**src/rtl/wgps_ram.sv**
```systemverilog
`default_nettype none
module wgps_ram #(
  parameter int WIDTH = 8,
  parameter int DEPTH = 256
) (
  input  logic                     clk_i,
  input  logic                     we_i,
  input  logic [$clog2(DEPTH)-1:0] addr_i,
  input  logic [WIDTH-1:0]         wdata_i,
  output logic [WIDTH-1:0]         rdata_o
);

  logic [WIDTH-1:0] mem_q [DEPTH];
  logic [WIDTH-1:0] rdata_q;

  always_ff @(posedge clk_i) begin
    if (we_i) begin
      mem_q[addr_i] <= wdata_i;
    end
    rdata_q <= mem_q[addr_i];
  end

  assign rdata_o = rdata_q;

endmodule
`default_nettype wire

```
**config.mk**
```make
export PLATFORM = sky130hd
export DESIGN_NAME = wgps_ram
export DESIGN_NICKNAME = d
export VERILOG_FILES = /design/src/rtl/wgps_ram.sv
export SDC_FILE = /design/constraint.sdc
export NUM_CORES = 2
export LEC_CHECK = 0
export ABC_AREA = 1
export BUFFER_PORTS_ARGS = -buffer_cell sky130_fd_sc_hd__clkbuf_2
export CAP_MARGIN = 15
export CORE_ASPECT_RATIO = 2
export CORE_MARGIN = 5
export CORE_UTILIZATION = 45
export CTS_CLUSTER_DIAMETER = 30
export CTS_CLUSTER_SIZE = 40
export DETAILED_ROUTE_END_ITERATION = 12
export PLACE_DENSITY = 0.57
export SLEW_MARGIN = 20
export SYNTH_ARGS = -nofsm -noshare
export SYNTH_HDL_FRONTEND = slang
export SYNTH_SLANG_ARGS = --single-unit
export TNS_END_PERCENT = 20
```
**constraint.sdc**
```tcl
create_clock -name clk_i -period 2.5 [get_ports clk_i]
set_input_delay 0.375 -clock clk_i [delete_from_list [all_inputs] [get_ports clk_i]]
set_output_delay 0.375 -clock clk_i [all_outputs]
set_load 0.01 [all_outputs]
```
# Word-level counts from Yosys, hierarchy flattened
# Memories as Yosys holds them, arrays and structs flattened. A register that Yosys moved wholly into a read port is not among the register bits.
# Index checks and enable logic that the tools add are counted.
# totals
regBits	0
ram_bits	2048
input_bits	18
out_inout_bits	8
n_memories	1
# mem_list
name	words	word_bits	read_ports	rd_ports_with_merged_regs	wr	line	rtl
mem_q	256	8	1	1	1	13	logic [WIDTH-1:0] mem_q [DEPTH];
# op_classes
muxes	2
# ops
operator	n
$mux 1	2

# Longest topological paths before layout
# depth
word_depth	2
mapped_depth	15
depth_no_buf	13

# Least setup slack after synthesis
# OpenSTA, ideal clock, no wires.
# synth_path
path_kind	input to register
startpoint	input port addr_i[1]
endpoint	memory mem_q[234][0], enable pin
setup_ns	0.370
arrival_time_ns	1.845
t_required_ns	2.130
slack_ns	0.285
stages	10
cell_sequence	buf_4 -> inv_4 -> nor2_8 -> buf_4 -> buf_4 -> inv_2 -> nor2_1 -> nand2_1 -> clkbuf_1 -> nor2_1
# synth_rtl
item	line	rtl
start, declared	8	input logic [$clog2(DEPTH)-1:0] addr_i,
end, declared	13	
# No word-level cell before the write port.

==> impl_metrics.py <==
metrics = {
    "grt": {
        "grt_first_pass_wirelength_um": 375100,
        "grt_overflow": 0,
        "grt_antenna_before_repair": 7,
        "grt_util_all_layers_pct": 25.87,
        "first_global_vias": 57720,
        "grt_max_degree": 97,
    },
    "logic_synthesis": {
        "synth_nets": 8039,
        "synth_area_leaders": "edfxtp_1 72%, nand2_1 21%, nor2_1 1.6%, nand3_1 1.1%, buf_2 1.1%",
        "yosys-top-cells-count": "4,770 x nand2_1, 2,048 x edfxtp_1, 361 x nor2_1, 188 x nand3_1, 182 x buf_2",
        "yosysTopAreaCell": "edfxtp_1",
        "ys_warn_count": 0,
        "ys_seq_area_share_pct": 72.66,
        "syn-mean-instance-area_um2": 10.58,
        "synth_edf_count": 2048,
        "synth_top_flop_cell": "edfxtp_1",
        "ys_ff_latch": 2056,
        "synth_area_um2": 84860,
        "synth_cells": 8021,
        "synth_most_common_cell": "nand2_1",
        "synth_top_area_share_pct": 72.47,
        "async_reset_ff_share_pct": 0,
        "synthDistinctLibCells": 18,
    },
    "floorplanning": {
        "fp.dieW_um": 317.1,
        "dieArea_um2": 197900,
        "coreArea_um2": 187800,
        "ios": 26,
        "rows": 225,
        "fp.dieH_um": 624.1,
        "start_util_pct": 45.19,
    },
    "power_and_ir_drop": {
        "fin_total_pwr_uw": 75070,
        "clock_power_share_pct": 42.8,
        "leakage_uw": 0.04032,
        "power_density_nw_per_um2": 751.4,
        "power.internal_uw": 56890,
        "p_sw_uw": 18180,
        "p_comb_share_pct": 6.6,
        "peakVddDrop_mv": 0.8203,
        "switching_share_pct": 24.21,
        "seq_power_share_pct": 50.6,
    },
    "place": {
        "dp_slack_ps": -713.5,
        "port_buffers": 25,
        "gp_congestion": 0.9742,
        "place_hpwl_um": 171300,
    },
    "hold_path": {
        "holdPathStages": 6,
        "holdCritStartpoint": "addr_i[6]",
        "min_path_type": "input pin to register",
    },
    "clocking": {
        "clock_path_buffers": 4,
        "path_clk_slew_ps": 70,
        "cts_tree": "yes",
        "cts.sinks": 2056,
        "cts_resized": 0,
        "root_buffer": "clkbuf_16",
        "clk_latency_ps": 830,
        "cts_buffers": 203,
        "cts_htree_levels": 4,
    },
    "worst_setup_path": {
        "path_class": "input pin to register",
        "r2r_end": "rdata_o[1]",
        "worstSetupStartpointType": "input pin",
        "crit_chain": "buf_8 > buf_4 > nand2_4 > inv_6 > buf_12 > nand2_1 > nand3_1 > nand2_1 > nand2_1 > o21ai_1 > nand2_1 > nor2_1 > nor2_1 > nor2_1 > nand2_1",
        "r2r_slack_ps": 170,
        "crit_end": "rdata_o[4]",
        "r2r-start": "mem_q[76][1]",
        "required_ps": 3270,
        "cp_slowest_cell": "nor2_1",
        "crit_path_max_incr_delay_ps": 430,
        "critPathMostFrequentCell": "nand2_1",
        "worstPathArrival_ps": 3190,
        "reg2reg_depth": 12,
        "cp_max_fo": 47,
        "setup.worst_path.start": "addr_i[0]",
        "end_kind": "register",
    },
    "timing": {
        "tightest_slew_ps": 1089,
        "min_period_ps": 2424,
        "fmax_mhz": 412.6,
        "finalSetupTns_ps": 0,
        "setup_viol": 0,
        "final_max_slew_viol_count": 0,
        "whs_ps": 222.2,
        "post-route-period-util_pct": 96.95,
        "timing.slew.headroom_pct": 27.14,
        "setup_slack_ps": 76.17,
        "finalHoldViolCount": 0,
        "fin_worst_skew_ps": 33.91,
        "rsz0062_at_grt": "no",
    },
    "final_layout": {
        "fin_nets": 8497,
        "fillerInstances": 16320,
        "synthToLayoutAreaGrowth_pct": 17.74,
        "drive_gt1_share_pct": 11.91,
        "finish.utilization_pct": 53.21,
        "seq_area_um2": 61660,
        "multiInputGateArea_um2": 21230,
    },
    "routing": {
        "wl_per_cell_um": 23.20,
        "via_count": 57670,
        "drt_iter0_markers": 4451,
        "dr.pass1.iters": 6,
        "drt-total-wl_um": 258600,
        "ant_nets": 0,
        "drc": 0,
        "vias_per_cell": 5.174,
    },
    "job": {
        "cap_violations": 0,
    },
    "status": {
        "status": "completed",
    },
}
-- per-layer routing --
metal | wire, um | vias to the layer above | global-route usage (%)
li1 | - | 27280 | -
met1 | 87660 | 27990 | 27.29
met2 | 136800 | 1697 | 47.41
met3 | 11660 | 696 | 3.072
met4 | 22470 | 2 | 18.12
met5 | 15 | - | 0
-- cell usage in the layout (no fill, tap or decap), drive strengths merged --
cell	n
a21oi	32
buf	647
bufinv	15
clkbuf	232
clkinv	58
clkinvlp	27
dfxtp	8
diode	4
dlygate4sd3	8
edfxtp	2048
inv	89
nand2	4771
nand3	188
nor2	362
o21ai	160
-- worst min path at each step --
stage	to	slack, ps
2_1_floorplan	mem_q[0][0]	470
3_3_place_gp	mem_q[168][2]	770
3_5_place_dp	mem_q[168][2]	760
4_1_cts	rdata_o[2]	160
5_1_grt	rdata_o[2]	190
6_report	rdata_o[2]	220
-- stage by stage --
step | instance area, um2 | instances
after floorplan | 84860 | 8021
after global placement | 92700 | 10760
after detailed placement | 92700 | 10760
after CTS | 99900 | 11140
after global routing | 99900 | 11140
final | 99910 | 11150
-- registers in the layout, summed over array words and instances, names as in the netlist --
| signal | flops |
|---|---|
| rdata_o | 8 |
| mem_q | 2048 |
-- power by group through the flow --
| stage | Combinational [uW] | Sequential (uW) | Clock [uW] |
|---|---|---|---|
| floorplan | 2160 | 38800 | 0 |
| global placement | 4920 | 38800 | 0 |
| detailed placement | 4930 | 38800 | 0 |
| CTS | 4960 | 38000 | 32600 |
| global route | 5320 | 38000 | 34000 |
| finish | 4940 | 38000 | 32100 |
-- cell families (layout without fill, tap and decap cells) --
kind of cell	count (synthesis)	count (layout)	synth area share (%)
AND/OR/NAND/NOR	5321	5321	23.84
AO/OA/AOI/OAI	192	192	1.132
buffers and inverters	452	1076	2.362
flip-flops	2056	2056	72.66
other	0	4	0
-- cell type report --
class	instances	share of cell area (%)
well taps	2497	3.127
clock buffers	217	5.265
diodes	4	0.01002
inverters	35	0.1653
multi-input cells	5513	21.25
flip-flops and latches	2056	61.71
clock inverters	154	1.863
repair buffers	670	6.607
-- critical path: cells and delay by family --
kind	cells	cell delay [ps]
and+or+nand+nor	10	1550
buffers and inverters	4	1080
AOI/OAI and AO/OA	1	150
-- repair_timing --
item                      4_1_cts  5_1_grt
buffers inserted                0        0
hold buffers                    8        0
hold endpoints to repair      145        0
No activity file was read; power rests on OpenSTA's default activity.
