$ cat src/rtl/wgps_pkg.sv
`default_nettype none
package wgps_pkg;

  localparam int GRID_W         = 64;
  localparam int GRID_H         = 64;
  localparam int XW             = $clog2(GRID_W);
  localparam int YW             = $clog2(GRID_H);
  localparam int CELLS          = GRID_W * GRID_H;
  localparam int CELL_W         = XW + YW;
  localparam int PLEN_W         = CELL_W + 1;
  localparam int NB_W           = ((XW > YW) ? XW : YW) + 2;
  localparam int QUEUE_DEPTH    = 8192;
  localparam int QPTR_W         = $clog2(QUEUE_DEPTH);
  localparam int QCNT_W         = QPTR_W + 1;
  localparam int COST_FRAC_BITS = 16;
  localparam int COST_W         = 32;

  localparam logic [63:0] SQRT2_Q32 = 64'd6074001000;
  localparam logic [COST_W-1:0] STRAIGHT = COST_W'(64'd1 << COST_FRAC_BITS);
  localparam logic [COST_W-1:0] DIAG =
    COST_W'((SQRT2_Q32 + (64'd1 << (31 - COST_FRAC_BITS))) >> (32 - COST_FRAC_BITS));

  typedef enum logic [1:0] {
    FN_LOAD   = 2'd0,
    FN_SEARCH = 2'd1,
    FN_READ   = 2'd2,
    FN_NONE   = 2'd3
  } func_e;

  typedef enum logic [1:0] {
    SS_OK       = 2'd0,
    SS_NO_PATH  = 2'd1,
    SS_OVERFLOW = 2'd2,
    SS_BEYOND   = 2'd3
  } status_e;

  typedef enum logic [2:0] {
    REG_START_X  = 3'd0,
    REG_START_Y  = 3'd1,
    REG_FINISH_X = 3'd2,
    REG_FINISH_Y = 3'd3,
    REG_MAP_W    = 3'd4,
    REG_MAP_H    = 3'd5
  } reg_e;

  typedef enum logic [3:0] {
    S_INIT,
    S_IDLE,
    S_CLEAR,
    S_START,
    S_POP,
    S_POP_W,
    S_CUR_W,
    S_NB,
    S_NB_W,
    S_TRACE,
    S_TR_W,
    S_READ_W,
    S_RESP
  } state_e;

  typedef struct packed {
    logic [5:0] start_x;
    logic [5:0] start_y;
    logic [5:0] finish_x;
    logic [5:0] finish_y;
    logic [6:0] map_w;
    logic [6:0] map_h;
  } cfg_t;

  typedef struct packed {
    logic              visited;
    logic [COST_W-1:0] cost;
    logic [2:0]        dir;
  } node_t;

  localparam int NODE_W = $bits(node_t);

  typedef struct packed {
    logic              node_we;
    logic [CELL_W-1:0] node_addr;
    node_t             node_wdata;
    logic              water_we;
    logic [CELL_W-1:0] water_addr;
    logic              water_wdata;
    logic              queue_we;
    logic [QPTR_W-1:0] queue_addr;
    logic [CELL_W-1:0] queue_wdata;
    logic              path_we;
    logic [CELL_W-1:0] path_addr;
    logic [CELL_W-1:0] path_wdata;
  } mem_req_t;

  typedef struct packed {
    node_t             node;
    logic              water;
    logic [CELL_W-1:0] queue;
    logic [CELL_W-1:0] path;
  } mem_rsp_t;

  // Step codes run in row order: dy then dx, each from -1 to 1.
  function automatic logic [NB_W-1:0] step_dx(input logic [2:0] d);
    logic [NB_W-1:0] r;
    case (d)
      3'd0, 3'd3, 3'd5: r = '1;
      3'd1, 3'd6:       r = '0;
      default:          r = NB_W'(1);
    endcase
    return r;
  endfunction

  function automatic logic [NB_W-1:0] step_dy(input logic [2:0] d);
    logic [NB_W-1:0] r;
    case (d)
      3'd0, 3'd1, 3'd2: r = '1;
      3'd3, 3'd4:       r = '0;
      default:          r = NB_W'(1);
    endcase
    return r;
  endfunction

  function automatic logic step_diag(input logic [2:0] d);
    logic r;
    case (d)
      3'd0, 3'd2, 3'd5, 3'd7: r = 1'b1;
      default:                r = 1'b0;
    endcase
    return r;
  endfunction

endpackage
`default_nettype wire

$ cat src/rtl/wgps_ctrl.sv
`default_nettype none
module wgps_ctrl (
  input  logic                               clk_i,
  input  logic                               rst_ni,
  input  logic                               in_valid_i,
  output logic                               in_ready_o,
  input  logic [1:0]                         func_i,
  input  logic [5:0]                         cell_x_i,
  input  logic [5:0]                         cell_y_i,
  input  logic                               water_i,
  input  logic [11:0]                        path_index_i,
  input  wgps_pkg::cfg_t                     cfg_i,
  output wgps_pkg::mem_req_t                 mem_req_o,
  input  wgps_pkg::mem_rsp_t                 mem_rsp_i,
  output logic                               out_valid_o,
  input  logic                               out_ready_i,
  output logic [1:0]                         status_o,
  output logic [12:0]                        path_length_o,
  output logic [5:0]                         point_x_o,
  output logic [5:0]                         point_y_o
);
  import wgps_pkg::*;

  state_e              state_q, state_d;
  logic [CELL_W-1:0]   clr_q, clr_d;
  logic [QPTR_W-1:0]   head_q, head_d, tail_q, tail_d;
  logic [QCNT_W-1:0]   cnt_q, cnt_d;
  logic [CELL_W-1:0]   cur_q, cur_d;
  logic [COST_W-1:0]   cost_q, cost_d;
  logic [2:0]          dir_q, dir_d;
  logic [PLEN_W-1:0]   len_q, len_d;
  logic [PLEN_W-1:0]   pcnt_q, pcnt_d;
  status_e             status_q, status_d;
  logic                is_rd_q, is_rd_d;
  status_e             rd_status_q, rd_status_d;
  logic [CELL_W-1:0]   point_q, point_d;
  logic                out_valid_q, out_valid_d;
  logic [1:0]          out_status_q, out_status_d;
  logic [PLEN_W-1:0]   out_len_q, out_len_d;
  logic [CELL_W-1:0]   out_point_q, out_point_d;

  logic [CELL_W-1:0]   start_cell, finish_cell, nb_cell, back_cell;
  logic [NB_W-1:0]     nx, ny, px, py, mw, mh;
  logic                nb_in, nb_fin, take, full, rd_hit;
  logic [COST_W:0]     sum;
  logic [COST_W-1:0]   nc;
  logic [PLEN_W-1:0]   rd_off;
  func_e               func;

  assign func        = func_e'(func_i);
  assign start_cell  = {cfg_i.start_y, cfg_i.start_x};
  assign finish_cell = {cfg_i.finish_y, cfg_i.finish_x};

  // Clamp map size to the grid.
  assign mw = (NB_W'(cfg_i.map_w) > NB_W'(GRID_W)) ? NB_W'(GRID_W) : NB_W'(cfg_i.map_w);
  assign mh = (NB_W'(cfg_i.map_h) > NB_W'(GRID_H)) ? NB_W'(GRID_H) : NB_W'(cfg_i.map_h);

  assign nx      = NB_W'(cur_q[XW-1:0]) + step_dx(dir_q);
  assign ny      = NB_W'(cur_q[CELL_W-1:XW]) + step_dy(dir_q);
  assign nb_in   = !nx[NB_W-1] && !ny[NB_W-1] && (nx < mw) && (ny < mh);
  assign nb_cell = {ny[YW-1:0], nx[XW-1:0]};
  assign nb_fin  = (nb_cell == finish_cell);

  assign sum  = {1'b0, cost_q} + {1'b0, (step_diag(dir_q) ? DIAG : STRAIGHT)};
  assign nc   = sum[COST_W] ? '1 : sum[COST_W-1:0];
  assign take = (mem_rsp_i.water || nb_fin) &&
                (!mem_rsp_i.node.visited || (nc < mem_rsp_i.node.cost));
  assign full = (cnt_q == QCNT_W'(QUEUE_DEPTH));

  // Step back along the stored parent direction.
  assign px        = NB_W'(cur_q[XW-1:0]) - step_dx(mem_rsp_i.node.dir);
  assign py        = NB_W'(cur_q[CELL_W-1:XW]) - step_dy(mem_rsp_i.node.dir);
  assign back_cell = {py[YW-1:0], px[XW-1:0]};

  // Path store holds finish first; index from the start end.
  assign rd_hit = (status_q == SS_OK) && (PLEN_W'(path_index_i) < pcnt_q);
  assign rd_off = pcnt_q - PLEN_W'(1) - PLEN_W'(path_index_i);

  always_comb begin : next_state
    state_d = state_q;
    case (state_q)
      S_INIT:   if (clr_q == CELL_W'(CELLS - 1)) state_d = S_IDLE;
      S_IDLE: begin
        if (in_valid_i) begin
          case (func)
            FN_SEARCH: state_d = S_CLEAR;
            FN_READ:   state_d = rd_hit ? S_READ_W : S_RESP;
            default:   state_d = S_RESP;
          endcase
        end
      end
      S_CLEAR:  if (clr_q == CELL_W'(CELLS - 1)) state_d = S_START;
      S_START:  state_d = S_POP;
      S_POP:    state_d = (cnt_q == '0) ? S_RESP : S_POP_W;
      S_POP_W:  state_d = (mem_rsp_i.queue == finish_cell) ? S_TRACE : S_CUR_W;
      S_CUR_W:  state_d = S_NB;
      S_NB: begin
        if (nb_in) begin
          state_d = S_NB_W;
        end else if (dir_q == 3'd7) begin
          state_d = S_POP;
        end
      end
      S_NB_W: begin
        if (take && full) begin
          state_d = S_RESP;
        end else begin
          state_d = (dir_q == 3'd7) ? S_POP : S_NB;
        end
      end
      S_TRACE:  state_d = (cur_q == start_cell) ? S_RESP : S_TR_W;
      S_TR_W:   state_d = S_TRACE;
      S_READ_W: state_d = S_RESP;
      S_RESP:   if (!out_valid_q || out_ready_i) state_d = S_IDLE;
      default:  state_d = S_IDLE;
    endcase
  end

  always_comb begin : outputs
    mem_req_o    = '0;
    clr_d        = clr_q;
    head_d       = head_q;
    tail_d       = tail_q;
    cnt_d        = cnt_q;
    cur_d        = cur_q;
    cost_d       = cost_q;
    dir_d        = dir_q;
    len_d        = len_q;
    pcnt_d       = pcnt_q;
    status_d     = status_q;
    is_rd_d      = is_rd_q;
    rd_status_d  = rd_status_q;
    point_d      = point_q;
    out_valid_d  = out_valid_q && !out_ready_i;
    out_status_d = out_status_q;
    out_len_d    = out_len_q;
    out_point_d  = out_point_q;

    case (state_q)
      S_INIT: begin
        // Sweep every cell to land after reset.
        mem_req_o.water_we   = 1'b1;
        mem_req_o.water_addr = clr_q;
        clr_d                = clr_q + CELL_W'(1);
      end
      S_IDLE: begin
        if (in_valid_i) begin
          is_rd_d     = (func == FN_READ);
          rd_status_d = (status_q == SS_OK) ? SS_BEYOND : status_q;
          point_d     = '0;
          case (func)
            FN_LOAD: begin
              mem_req_o.water_we    = 1'b1;
              mem_req_o.water_addr  = {cell_y_i, cell_x_i};
              mem_req_o.water_wdata = water_i;
            end
            FN_SEARCH: begin
              clr_d    = '0;
              head_d   = '0;
              tail_d   = '0;
              cnt_d    = '0;
              pcnt_d   = '0;
              status_d = SS_NO_PATH;
            end
            FN_READ: begin
              rd_status_d         = rd_hit ? SS_OK : rd_status_d;
              mem_req_o.path_addr = rd_off[CELL_W-1:0];
            end
            default: ;
          endcase
        end
      end
      S_CLEAR: begin
        mem_req_o.node_we   = 1'b1;
        mem_req_o.node_addr = clr_q;
        clr_d               = clr_q + CELL_W'(1);
      end
      S_START: begin
        mem_req_o.node_we            = 1'b1;
        mem_req_o.node_addr          = start_cell;
        mem_req_o.node_wdata.visited = 1'b1;
        mem_req_o.queue_we           = 1'b1;
        mem_req_o.queue_addr         = tail_q;
        mem_req_o.queue_wdata        = start_cell;
        tail_d                       = tail_q + QPTR_W'(1);
        cnt_d                        = cnt_q + QCNT_W'(1);
      end
      S_POP: begin
        mem_req_o.queue_addr = head_q;
        if (cnt_q != '0) begin
          head_d = head_q + QPTR_W'(1);
          cnt_d  = cnt_q - QCNT_W'(1);
        end
      end
      S_POP_W: begin
        cur_d               = mem_rsp_i.queue;
        mem_req_o.node_addr = mem_rsp_i.queue;
        if (mem_rsp_i.queue == finish_cell) begin
          // Finish leaves the queue: record it as point zero of the trace.
          mem_req_o.path_we    = 1'b1;
          mem_req_o.path_addr  = '0;
          mem_req_o.path_wdata = mem_rsp_i.queue;
          len_d                = PLEN_W'(1);
        end
      end
      S_CUR_W: begin
        cost_d = mem_rsp_i.node.cost;
        dir_d  = '0;
      end
      S_NB: begin
        mem_req_o.node_addr  = nb_cell;
        mem_req_o.water_addr = nb_cell;
        if (!nb_in) begin
          dir_d = dir_q + 3'd1;
        end
      end
      S_NB_W: begin
        dir_d = dir_q + 3'd1;
        if (take) begin
          if (full) begin
            status_d = SS_OVERFLOW;
            pcnt_d   = '0;
          end else begin
            mem_req_o.queue_we           = 1'b1;
            mem_req_o.queue_addr         = tail_q;
            mem_req_o.queue_wdata        = nb_cell;
            mem_req_o.node_we            = 1'b1;
            mem_req_o.node_addr          = nb_cell;
            mem_req_o.node_wdata.visited = 1'b1;
            mem_req_o.node_wdata.cost    = nc;
            mem_req_o.node_wdata.dir     = dir_q;
            tail_d                       = tail_q + QPTR_W'(1);
            cnt_d                        = cnt_q + QCNT_W'(1);
          end
        end
      end
      S_TRACE: begin
        mem_req_o.node_addr = cur_q;
        if (cur_q == start_cell) begin
          status_d = SS_OK;
          pcnt_d   = len_q;
        end
      end
      S_TR_W: begin
        mem_req_o.path_we    = 1'b1;
        mem_req_o.path_addr  = len_q[CELL_W-1:0];
        mem_req_o.path_wdata = back_cell;
        len_d                = len_q + PLEN_W'(1);
        cur_d                = back_cell;
      end
      S_READ_W: begin
        point_d = mem_rsp_i.path;
      end
      S_RESP: begin
        if (!out_valid_q || out_ready_i) begin
          out_valid_d  = 1'b1;
          out_status_d = is_rd_q ? rd_status_q : status_q;
          out_len_d    = pcnt_q;
          out_point_d  = point_q;
        end
      end
      default: ;
    endcase
  end

  always_ff @(posedge clk_i or negedge rst_ni) begin
    if (!rst_ni) begin
      state_q      <= S_INIT;
      clr_q        <= '0;
      head_q       <= '0;
      tail_q       <= '0;
      cnt_q        <= '0;
      cur_q        <= '0;
      cost_q       <= '0;
      dir_q        <= '0;
      len_q        <= '0;
      pcnt_q       <= '0;
      status_q     <= SS_NO_PATH;
      is_rd_q      <= 1'b0;
      rd_status_q  <= SS_NO_PATH;
      point_q      <= '0;
      out_valid_q  <= 1'b0;
      out_status_q <= '0;
      out_len_q    <= '0;
      out_point_q  <= '0;
    end else begin
      state_q      <= state_d;
      clr_q        <= clr_d;
      head_q       <= head_d;
      tail_q       <= tail_d;
      cnt_q        <= cnt_d;
      cur_q        <= cur_d;
      cost_q       <= cost_d;
      dir_q        <= dir_d;
      len_q        <= len_d;
      pcnt_q       <= pcnt_d;
      status_q     <= status_d;
      is_rd_q      <= is_rd_d;
      rd_status_q  <= rd_status_d;
      point_q      <= point_d;
      out_valid_q  <= out_valid_d;
      out_status_q <= out_status_d;
      out_len_q    <= out_len_d;
      out_point_q  <= out_point_d;
    end
  end

  assign in_ready_o    = (state_q == S_IDLE);
  assign out_valid_o   = out_valid_q;
  assign status_o      = out_status_q;
  assign path_length_o = out_len_q;
  assign point_x_o     = out_point_q[XW-1:0];
  assign point_y_o     = out_point_q[CELL_W-1:XW];

endmodule
`default_nettype wire

$ cat config.mk
export PLATFORM = sky130hd
export DESIGN_NAME = wgps_ctrl
export DESIGN_NICKNAME = d
export VERILOG_FILES = /design/src/rtl/wgps_pkg.sv /design/src/rtl/wgps_ctrl.sv
export SDC_FILE = /design/constraint.sdc
export NUM_CORES = 1
export LEC_CHECK = 0
export BUFFER_PORTS_ARGS = -buffer_cell sky130_fd_sc_hd__buf_2
export CORE_UTILIZATION = 60
export DETAILED_ROUTE_END_ITERATION = 10
export PLACE_DENSITY_LB_ADDON = 0.08
export SYNTH_ARGS = -nofsm -noshare
export SYNTH_HDL_FRONTEND = slang
export SYNTH_SLANG_ARGS = --single-unit
$ cat constraint.sdc
create_clock -name clk_i -period 17.6 [get_ports clk_i]
set_input_delay 1.76 -clock clk_i [delete_from_list [all_inputs] [get_ports clk_i]]
set_output_delay 1.76 -clock clk_i [all_outputs]
set_load 0.02 [all_outputs]
Yosys cells after proc, flatten, opt, wreduce, memory -nomap -nowiden
Index checks and enable logic that the tools add are counted.
- input port bits: 130
- bits in writable memories: 0
- bits in latches: 0
- bits in read-only memories: 0
- register bits after elaboration: 174
- memories kept: 0
- equal/unequal tests: 45
- reduce and logical (&&, ||, !) cells: 52
- divide/modulo/power cells: 0
- magnitude comparators: 6
- shift operators: 0
- multiplexer cells: 84
- $mul: 0
- add/subtract/negate cells: 14
- bitwise operators: 0
- operator list (operator ; number):
    12-bit one-hot mux with 2 select lines ; 5
    13-bit two-way mux ; 9
    13-bit one-hot mux with 3 select lines ; 3
    14-bit two-way mux ; 7
    49-bit two-way mux ; 2
    12-bit one-hot mux with 3 select lines ; 2
    12-bit one-hot mux with 6 select lines ; 1
    12-bit two-way mux ; 5
    14-bit one-hot mux with 4 select lines ; 1
    26-bit two-way mux ; 2
    13-bit one-hot mux with 2 select lines ; 2
    4-bit one-hot mux with 13 select lines ; 1
    13-bit by 1-bit adder with 13-bit output (second input constant) ; 3
    12-bit == test ; 3
    4-bit two-way mux ; 9
    35-bit two-way mux ; 1
    32-bit by 17-bit adder with 33-bit output ; 1
    32-bit less-than comparator ; 1
    32-bit two-way mux ; 1
    8-bit one-hot mux with 2 select lines ; 2
    25-bit two-way mux ; 1
    6-bit one-hot mux with 2 select lines ; 2
    2-bit inequality test (second input constant) ; 11
    3-bit == test (second input constant) ; 7
    other kinds (51) ; 119

Longest topological paths before layout
Gate-level depths: netlist of run 1.
- word-level depth: 12
- mapped depth: 29

Worst setup path after synthesis of run 1
OpenSTA, ideal clock, no wires.
- path type: reg-to-output
- start: register dir_q[0]
- end: output port mem_req_o[44] in the netlist's numbering
- arrival time: 5885 ps
- path buffers: 4
- stages on the path, launching flop included: 27
- slack: 9955 ps
- path through: dfrtp_1 > ha_1 > ha_1 > o21bai_1 > ha_1 > a31o_2 > a41oi_2 > o21ai_0 > a21oi_1 > nor2_1 > o21ai_0 > clkbuf_1 > clkbuf_1 > nand2_1 > ha_1 > a211oi_1 > nand2_1 > o32ai_1 > o21ai_0 > a21o_1 > o31a_1 > or4_1 > buf_2 > nand2_1 > buf_2 > nand2_1 > o21ai_0
- RTL lines (what ; RTL line ; RTL):
    start: declaration ; wgps_ctrl.sv:30 ; logic [2:0] dir_q, dir_d;
    start signal: assignment ; wgps_ctrl.sv:294 ; dir_q <= dir_d;
    end: declaration ; wgps_ctrl.sv:13 ; output wgps_pkg::mem_req_t mem_req_o,

==> results of run 1 <==
-- placed cells by master (no fill, tap or decap), types with 18 or more instances in the layout --
master     n
a21o_1    27
a21oi_1   93
a22o_1    38
and3_1    18
buf_2    271
dfrtp_1  172
ha_1     125
inv_1    113
nand2_1  257
nand3_1   44
nand4_1   18
nor2_1    82
nor3_1    19
o21ai_0  140
o31ai_1   18
xnor2_1   45
xor2_1    74
-- power breakdown --
part | internal (µW) | switching, µW | leakage [µW] | total [µW]
combinational | 29.1 | 40.3 | 0.00562 | 69.4
sequential | 400 | 0.00420 | 0.00205 | 400
clock | 220 | 174 | 0.000293 | 394
-- worst min-delay path by stage --
stage | to | startpoint | slack (ps)
finish | status_o[0]$_DFFE_PN0P_ | status_o[0]$_DFFE_PN0P_ | 480
global route | status_o[0]$_DFFE_PN0P_ | status_o[0]$_DFFE_PN0P_ | 500
CTS | status_o[0]$_DFFE_PN0P_ | status_o[0]$_DFFE_PN0P_ | 480
detailed placement | status_o[1]$_DFFE_PN0P_ | status_o[1]$_DFFE_PN0P_ | 460
global placement | path_length_o[11]$_DFFE_PN0P_ | path_length_o[11]$_DFFE_PN0P_ | 460
floorplan | rd_status_q[1]$_DFFE_PN0P_ | rd_status_q[1]$_DFFE_PN0P_ | 450
-- metrics by stage --
step                      power [µW]  utilization  area [µm²]
after global routing             889        0.711       15500
after floorplan                  440            -       13300
after CTS                        867        0.711       15500
final                            863        0.711       15500
after global placement           474        0.683       14900
after detailed placement         476        0.683       14900
-- worst max-delay path: cells and delay by family (launching register included) --
kind	cells	cell delay, ps
DFF	1	420
buffers and inverters	3	700
and+or+nand+nor	7	1660
AOI/OAI and AO/OA	11	3090
adders and majority gates	3	910
-- layout make-up --
class | count | share of cell area
Multi-Input combinational cell | 1247 | 0.537
Timing Repair Buffer | 283 | 0.0935
Sequential cell | 174 | 0.281
Tap cell | 280 | 0.0226
Clock buffer | 19 | 0.0292
Antenna cell | 1 | 0.000161
Inverter | 113 | 0.0273
Clock inverter | 12 | 0.00960
-- registers in the layout, indices dropped and copies added, names as in the netlist, 2 cells and up --
register and count:
cost_q 32, cnt_q 14, head_q 13, len_q 13, path_length_o 13, pcnt_q 13
tail_q 13, clr_q 12, cur_q 12, out_point_q 12, point_q 12, state_q 4
dir_q 3, rd_status_q 2, status_o 2, status_q 2
-- logic make-up (layout without fill, tap and decap cells) --
logic type | count (synthesis) | after routing
and+or+nand+nor | 542 | 542
AOI/OAI and AO/OA | 431 | 431
buffers and inverters | 175 | 427
DFF | 174 | 174
adders and majority gates | 131 | 131
xor gates and xnor gates | 120 | 120
muxes | 23 | 23
other | 0 | 1
-- per-layer routing --
metal  track usage  part of all wire  vias to the layer above
li1              -                 -                     6110
met1         0.454              0.42                     6112
met2         0.560              0.48                      519
met3        0.0497             0.074                       79
met4         0.110             0.024                        0
met5             0                 0                        -
==> run metrics, run 1 <==
Min-Delay Path Class=reg -> reg; Main synth FF type=dfrtp_1; Critical-path top delay cell=nor4_4; final setup fails=0; Syn-to-layout area delta=16.4%; first-pass GRT wire length=60.2 mm; worst r2r src=dir_q[0]$_DFFE_PN0P_; fin crit period=9000 ps; Cells after DPL=2097; Die H=between 150 and 200 µm; CP arrival=7240 ps; layout cells sized above 1=0.192; Filler cells=1836; Post-Synth Simple-Gate Area=0.190; commonest cells in the netlist=258 x nand2_1, 172 x dfrtp_1, 141 x o21ai_0, 125 x ha_1, 113 x inv_1; fmax=111 MHz; Reg2Reg Setup Slack=10540 ps; cell area power density=about 56 nW/µm²; Initial Utilization=0.611; syn_nets=between 1500 and 2000; CTS tree=done; initial antenna violation count=0; Worst-path clk slew=roughly 60 ps; most used cell, CP=ha_1; Mapped Area=13300 µm²; CTS Root Cell=clkbuf_16; clk_skew=18.0 ps; max-cap violations=0; setup_tns=0 ps; asr flop ratio synth=1.00; CTS Buffer Depth=2; Worst Setup Start Kind=flop; clock sink count=174; final-report max-slew violation count=0; setup ws final=8600 ps; mux cell area share after synthesis=0.0189; crit path from=dir_q[0]$_DFFE_PN0P_; Warnings, synthesis=0; worst slew pin tran=approximately 1200 ps; drt wl/cell=18.2 µm; WP data required=15840 ps; complex-gate fraction of the synthesized area=0.209; Tot GR Track Use=0.338; Detail Route Antenna Nets=0; largest family of logic cells by synthesized area=compound AO/OA/AOI/OAI gates; Reg-to-Reg End=cnt_q[4]$_DFFE_PN0P_; Congestion Overflow GR=0; first-pass iteration count of the detailed router=6; Reg2Reg Depth=23; Max FO, Critical Path=29; post-synthesis register bit count=between 150 and 200; Post-DP HPWL=29.5 mm; drt drc=0; vias in the first global route=11900; Die X=151 µm; H-tree Lvls=4; Post-synth EDFFs=0; Synth top area share=0.323; Syn Inst Count=1596; Cell Count, Final, Fillers Out=~2100; total CTS buffers=17; status=finished clean; Synth area leader=dfrtp_1; top-count cell post-synth=nand2_1; Max IR drop VDD=0.0000585 V; vias per cell=6.02; Post-Synth XOR/XNOR Area=0.0799; RSZ-0062 raised after global routing=no; nets=around 2100; P_leak=0.00796 µW; Ports=273; DR vias=12800; IO buf count=272; worst hold margin=roughly 480 ps; cts hold-fix bufs=0; CP Capture Point=mem_req_o[110]; Multi-input gate area=8330 µm²; crit path kind=reg -> out; sequential fraction of the synthesis area=0.327; Hold Fails Final Rpt=0; RD Place Congestion=around 0.95; synthesized area per cell=around 8.4 µm²; top cells by area, synth=dfrtp_1 32%, ha_1 12%, nand2_1 7.3%; storage element area=4360 µm²; CP endpoint kind=primary output; largest net degree at the start of global routing=69; core region area=21800 µm²; period utilization=0.511; cell row count=54; max_slew headroom=0.212; drt first-iter violations=868; Clk Latency, worst-skew pair=around 440 ps; CP peak stage delay=980 ps; hold path depth=2; Cell Chain, Critical Path=inv_1, ha_1, nor3_1, o21bai_1, ha_1, a31o_2, a41oi_2, o21ai_0, a21oi_1, nor2_1, o21ai_4, buf_4, nand2_1, ha_1, a211oi_1, nor2_1, nor3_1, o21ai_0, a21o_1, o31a_1, nor4_4, a22o_1, nand4b_1, buf_2; final wirelength=38.7 mm; Netlist cell types=69; Synth Area in Adders=0.126; Post-CTS Setup Bufs=0; Post-CTS Resized=0; pre-CTS WS=9190 ps; die area=22800 µm²
(Power assumes the default switching activity.)
==> run 2, diff against run 1 <==
--- a/config.mk
+++ b/config.mk
@@ -6,7 +6,7 @@
 export NUM_CORES = 1
 export LEC_CHECK = 0
 export BUFFER_PORTS_ARGS = -buffer_cell sky130_fd_sc_hd__buf_2
-export CORE_UTILIZATION = 60
+export CORE_UTILIZATION = 57
 export DETAILED_ROUTE_END_ITERATION = 10
 export PLACE_DENSITY_LB_ADDON = 0.08
 export SYNTH_ARGS = -nofsm -noshare
==> constraint.sdc (replaced) <==
create_clock -name clk_i -period 9.3 [get_ports clk_i]
set_input_delay 0.93 -clock clk_i [delete_from_list [all_inputs] [get_ports clk_i]]
set_output_delay 0.93 -clock clk_i [all_outputs]
set_load 0.02 [all_outputs]
==> run metrics, run 2 (synthesis results as in run 1) <==
Max FO, Critical Path=43 (+48%); CTS tree=done; Die H=155 µm (+2.6%); Cells after DPL=2129 (+1.5%); max FFs per register=32 (unchanged); commonest non-fill, non-tap cell in the layout=buf_2; Detail Route Antenna Nets=0 (unchanged); Ports=273 (unchanged); Final Util=0.682 (-0.0291); total CTS buffers=17 (unchanged); cts hold-fix bufs=0 (unchanged); Initial Utilization=0.585 (-0.0256); clock share of power=0.446 (-0.011); fmax=119 MHz; Syn-to-layout area delta=16.5%; Die X=155 µm (+2.6%); RSZ-0062 raised after global routing=no; drt first-iter violations=1055 (+22%); max-cap violations=0 (unchanged); IO buf count=272 (unchanged); initial antenna violation count=1 (+1); Hold Fails Final Rpt=0 (unchanged); Max IR drop VDD=0.0000867 V (+48%); setup_tns=0 ps (unchanged); cell area power density=103 nW/µm² (+85%); Clk Latency, worst-skew pair=440 ps (about the same); clk_skew=16.9 ps (-1.18 ps); vias in the first global route=12000 (+0.48%); Post-CTS Resized=0 (unchanged); worst slew pin tran=1110 ps (-58.8 ps); nets=2096 (-0.048%); most frequent cells in the layout=271 x buf_2, 257 x nand2_1, 172 x dfrtp_1; drt wl/cell=17.9 µm (-1.5%); Design Power=1600 µW (+85%); status=finished clean; Reg2Reg Depth=22 (-4.3%); die area=24000 µm² (+5.2%); worst hold margin=370 ps (-108 ps); cell row count=55 (+1.9%); Worst Setup Start Kind=flop; final wirelength=38.7 mm (about the same); Reg-to-Reg End=cnt_q[3]$_DFFE_PN0P_; crit path kind=reg -> out; Congestion Overflow GR=0 (unchanged); DR vias=12800 (-0.37%); drt drc=0 (unchanged); first-pass iteration count of the detailed router=7 (+1); final setup fails=0 (unchanged); CTS Buffer Depth=2 (unchanged); fin crit period=8430 ps; Internal Power=1190 µW (+83%); top flop regs=cost_q: 32 flops, cnt_q: 14 flops; final-report max-slew violation count=0 (unchanged); Combinational Power Share=0.082 (+0.002); Post-CTS Setup Bufs=0 (unchanged); core region area=22800 µm² (+4.4%); clock sink count=174 (unchanged); Min-Delay Path Class=in -> async; first-pass GRT wire length=61.1 mm (+1.5%); period utilization=0.907; Post-DP HPWL=29.6 mm (+0.51%); Cell Count, Final, Fillers Out=2162 (+1.6%); vias per cell=5.91 (-1.9%); max_slew headroom=0.251 (+0.0395); sequential share of power=0.473 (+0.010); worst r2r src=dir_q[0]$_DFFE_PN0P_; CTS Root Cell=clkbuf_16; H-tree Lvls=4 (unchanged); Reg with most FFs=cost_q; CP endpoint kind=primary output; Reg2Reg Setup Slack=2130 ps (-8410 ps); switching fraction of total power=0.256 (+0.00798); CP arrival=7500 ps (+260 ps); largest net degree at the start of global routing=72 (+4.3%); Switch Pwr=410 µW (+91%); Worst-path clk slew=80 ps (+20 ps); P_leak=0.00794 µW (-0.24%); layout cells sized above 1=0.192 (unchanged); RD Place Congestion=0.974 (+2.5%); Tot GR Track Use=0.322 (-0.0161); WP data required=8370 ps (-7470 ps)
==> run 2: how the worst max path moves through the flow <==
stage | depth (start not counted) | slack [ps] | startpoint | endpoint
floorplan | 26 | 2490 | dir_q[0]$_DFFE_PN0P_ | mem_req_o[44]
global placement | 23 | 1750 | dir_q[0]$_DFFE_PN0P_ | mem_req_o[41]
detailed placement | 23 | 1470 | dir_q[0]$_DFFE_PN0P_ | mem_req_o[49]
CTS | 23 | 990 | dir_q[0]$_DFFE_PN0P_ | mem_req_o[39]
global route | 23 | 350 | dir_q[0]$_DFFE_PN0P_ | mem_req_o[40]
finish | 23 | 870 | dir_q[0]$_DFFE_PN0P_ | mem_req_o[40]
==> run 2: power groups by stage <==
stage	registers, µW	clock network [µW]	logic, µW
global route	756	754	147
finish	756	713	131
CTS	756	726	131
floorplan	771	0	61.4
detailed placement	771	0	129
global placement	771	0	127
==> run 2: area by class of cell <==
cell class	count	area, µm²
Antenna cell	1	2.50
Clock buffer	18	429
Clock inverter	14	153
Fill cell	1976	7240
Inverter	113	424
Multi-Input combinational cell	1247	8330
Sequential cell	174	4360
Tap cell	313	392
Timing Repair Buffer	282	1440
==> run 2: worst max-delay path, stage by stage, from the launching register on <==
cell	delay [ps]
dfrtp_1	430
inv_1	130
ha_1	230
nor3_1	80
o21bai_1	460
ha_1	380
a31o_2	260
a41oi_2	260
o21ai_0	170
a21oi_1	170
nor2_1	110
o21ai_4	800
buf_4	340
nand2_1	70
ha_1	300
a2111oi_0	410
o21ai_0	150
o22ai_1	180
a21oi_1	90
o31a_1	400
or4_1	720
nand2_1	520
a22o_1	240
buf_2	160
==> run 2: routing by layer <==
layer	up-vias	GRT usage	part of all wire
li1	6119	-	-
met1	6150	0.428	0.43
met2	445	0.546	0.49
met3	58	0.0457	0.066
met4	0	0.0924	0.019
met5	-	0	0
==> run 2: metrics by stage <==
step | cell area (µm²) | setup WS, ps
6_report | 15500 | 868
4_1_cts | 15500 | 993
5_1_grt | 15500 | 346
3_3_place_gp | 14900 | 1750
2_1_floorplan | 13300 | 2490
3_5_place_dp | 14900 | 1470
==> run 3, diff against run 2 <==
--- a/config.mk
+++ b/config.mk
@@ -9,6 +9,7 @@
 export CORE_UTILIZATION = 57
 export DETAILED_ROUTE_END_ITERATION = 10
 export PLACE_DENSITY_LB_ADDON = 0.08
+export RECOVER_POWER = 100
 export SYNTH_ARGS = -nofsm -noshare
 export SYNTH_HDL_FRONTEND = slang
 export SYNTH_SLANG_ARGS = --single-unit
==> run metrics, run 3 (synthesis results as in run 1) <==
status=finished with violations; failing checks=capacitance limit, slew limit; clk_skew=17.1 ps (+0.226 ps); Combinational Power Share=0.081 (about the same); Cells after DPL=2129 (unchanged); Multi-input gate area=8300 µm² (-0.44%); CP arrival=7620 ps (+120 ps); storage element area=4360 µm² (unchanged); H-tree Lvls=4 (unchanged); WP data required=8370 ps (about the same); max FFs per register=32 (unchanged); Post-DP HPWL=29.6 mm (unchanged); Post-CTS Resized=0 (unchanged); cell row count=55 (unchanged); largest net degree at the start of global routing=72 (unchanged); sequential share of power=0.472 (about the same); layout cells sized above 1=0.111 (-0.0812); drt wl/cell=18.0 µm (+0.34%); Max FO, Critical Path=43 (unchanged); Detail Route Antenna Nets=0 (unchanged); Syn-to-layout area delta=14.7%; Cell Count, Final, Fillers Out=2162 (unchanged); Reg with most FFs=cost_q; first-pass GRT wire length=61.1 mm (unchanged); core region area=22800 µm² (unchanged); Critical-path top delay cell=o21ai_4; setup ws final=747 ps (-121 ps); Reg2Reg Setup Slack=1070 ps (-1060 ps); clock share of power=0.447 (about the same); Die H=155 µm (unchanged); initial antenna violation count=1 (unchanged); first-pass iteration count of the detailed router=7 (unchanged); Worst-path clk slew=70 ps (about the same); CTS Buffer Depth=2 (unchanged); cell area power density=105 nW/µm² (+1.6%); top flop regs=cost_q: 32 flops, cnt_q: 14 flops; cts hold-fix bufs=0 (unchanged); final-report max-slew violation count=348 (+348); clock sink count=174 (unchanged); Cell Chain, Critical Path=inv_1, ha_1, nor3_1, o21bai_1, ha_1, a31o_2, a41oi_1, o21ai_0, a21oi_1, nor2_1, o21ai_4, buf_4, nand2_1, ha_1, a2111oi_0, o21ai_0, o22ai_1, a21oi_1, o31a_1, or4_1, nand2_1, a22o_1, clkbuf_1; CTS tree=done; vias per cell=5.95 (+0.67%); fmax=117 MHz (-1.4%); Tot GR Track Use=0.322 (unchanged); die area=24000 µm² (unchanged); Die X=155 µm (unchanged); total CTS buffers=17 (unchanged); CTS Root Cell=clkbuf_16; crit path kind=reg -> out; IO buf count=272 (unchanged); Initial Utilization=0.585 (unchanged); drt first-iter violations=1049 (-0.57%); Internal Power=1190 µW (about the same); most used cell, CP=ha_1; CP endpoint kind=primary output; Filler cells=2068 (+4.7%); DR vias=12900 (+0.67%); Congestion Overflow GR=0 (unchanged); max_slew headroom=-1.57 (-1.82); Clk Latency, worst-skew pair=440 ps (about the same); RD Place Congestion=0.974 (unchanged); worst slew pin tran=3860 ps (+2750 ps); P_leak=0.00734 µW (-7.6%); period utilization=0.920 (+0.0130); Worst Setup Start Kind=flop; switching fraction of total power=0.257 (+0.000921); Switch Pwr=412 µW (+0.42%); fin crit period=8550 ps (+121 ps); final wirelength=38.8 mm (+0.34%); final setup fails=0 (unchanged); drt drc=0 (unchanged); commonest non-fill, non-tap cell in the layout=nand2_1; nets=2096 (unchanged); RSZ-0062 raised after global routing=no; Post-CTS Setup Bufs=0 (unchanged); Ports=273 (unchanged); Min-Delay Path Class=reg -> reg; Max IR drop VDD=0.0000868 V (about the same); max-cap violations=7 (+7); CP peak stage delay=800 ps (about the same); vias in the first global route=12000 (unchanged); pre-CTS WS=1470 ps (unchanged); setup_tns=0 ps (unchanged); most frequent cells in the layout=258 x nand2_1, 172 x dfrtp_1, 145 x clkbuf_1; Hold Fails Final Rpt=0 (unchanged)
run 3: cell count changes in the layout (fill, tap and decap cells not counted), sizes merged:
cell and delta:
buf -145, clkbuf +145
run 3: path summary, 6_finish.rpt:
path / endpoint / start / cells past startpoint
max: mem_req_o[49] / dir_q[0]$_DFFE_PN0P_ / 23
min: status_o[0]$_DFFE_PN0P_ / status_o[0]$_DFFE_PN0P_ / 2
max reg2reg: cnt_q[4]$_DFFE_PN0P_ / dir_q[0]$_DFFE_PN0P_ / 22
min reg2reg: status_o[0]$_DFFE_PN0P_ / status_o[0]$_DFFE_PN0P_ / 2
max in group asynchronous: cnt_q[7]$_DFFE_PN0P_ / rst_ni / 2
min in group asynchronous: path_length_o[9]$_DFFE_PN0P_ / rst_ni / 1
run 3: cell type report:
type | instances | area share
inverters | 113 | 0.0277
multi-input cells | 1247 | 0.542
clock buffers | 18 | 0.0281
clock inverters | 14 | 0.00998
flip-flops and latches | 174 | 0.285
well taps | 313 | 0.0256
repair buffers | 282 | 0.0811
diodes | 1 | 0.000164
run 3: per-stage QoR:
step	hold WS (ps)	utilization	total power (µW)	cell area (µm²)
finish	483	0.672	1600	15300
global route	512	0.672	1660	15300
CTS	383	0.682	1610	15500
detailed placement	466	0.656	900	14900
global placement	459	0.656	898	14900
floorplan	450	-	833	13300
run 3: power by group through the flow:
| stage | registers [µW] | clock network, µW | logic, µW |
|---|---|---|---|
| 6_report | 756 | 715 | 130 |
| 5_1_grt | 756 | 754 | 145 |
| 4_1_cts | 756 | 726 | 131 |
| 3_5_place_dp | 771 | 0 | 129 |
| 3_3_place_gp | 771 | 0 | 127 |
| 2_1_floorplan | 771 | 0 | 61.4 |
run 3: worst max-delay path, delay by kind of cell (launching register included):
kind | cells | cell delay [ps]
adder cells (fa/ha/maj) | 3 | 900
buffers and inverters | 3 | 710
AND/OR/NAND/NOR | 5 | 1490
flip-flops | 1 | 430
AO/OA/AOI/OAI | 12 | 3630
run 3: metal layers:
| metal | track usage | vias to the layer above | share of wire |
|---|---|---|---|
| met3 | 0.0457 | 64 | 0.068 |
| met2 | 0.546 | 468 | 0.48 |
| met5 | 0 | - | 0 |
| li1 | - | 6118 | - |
| met1 | 0.428 | 6208 | 0.43 |
| met4 | 0.0924 | 0 | 0.020 |
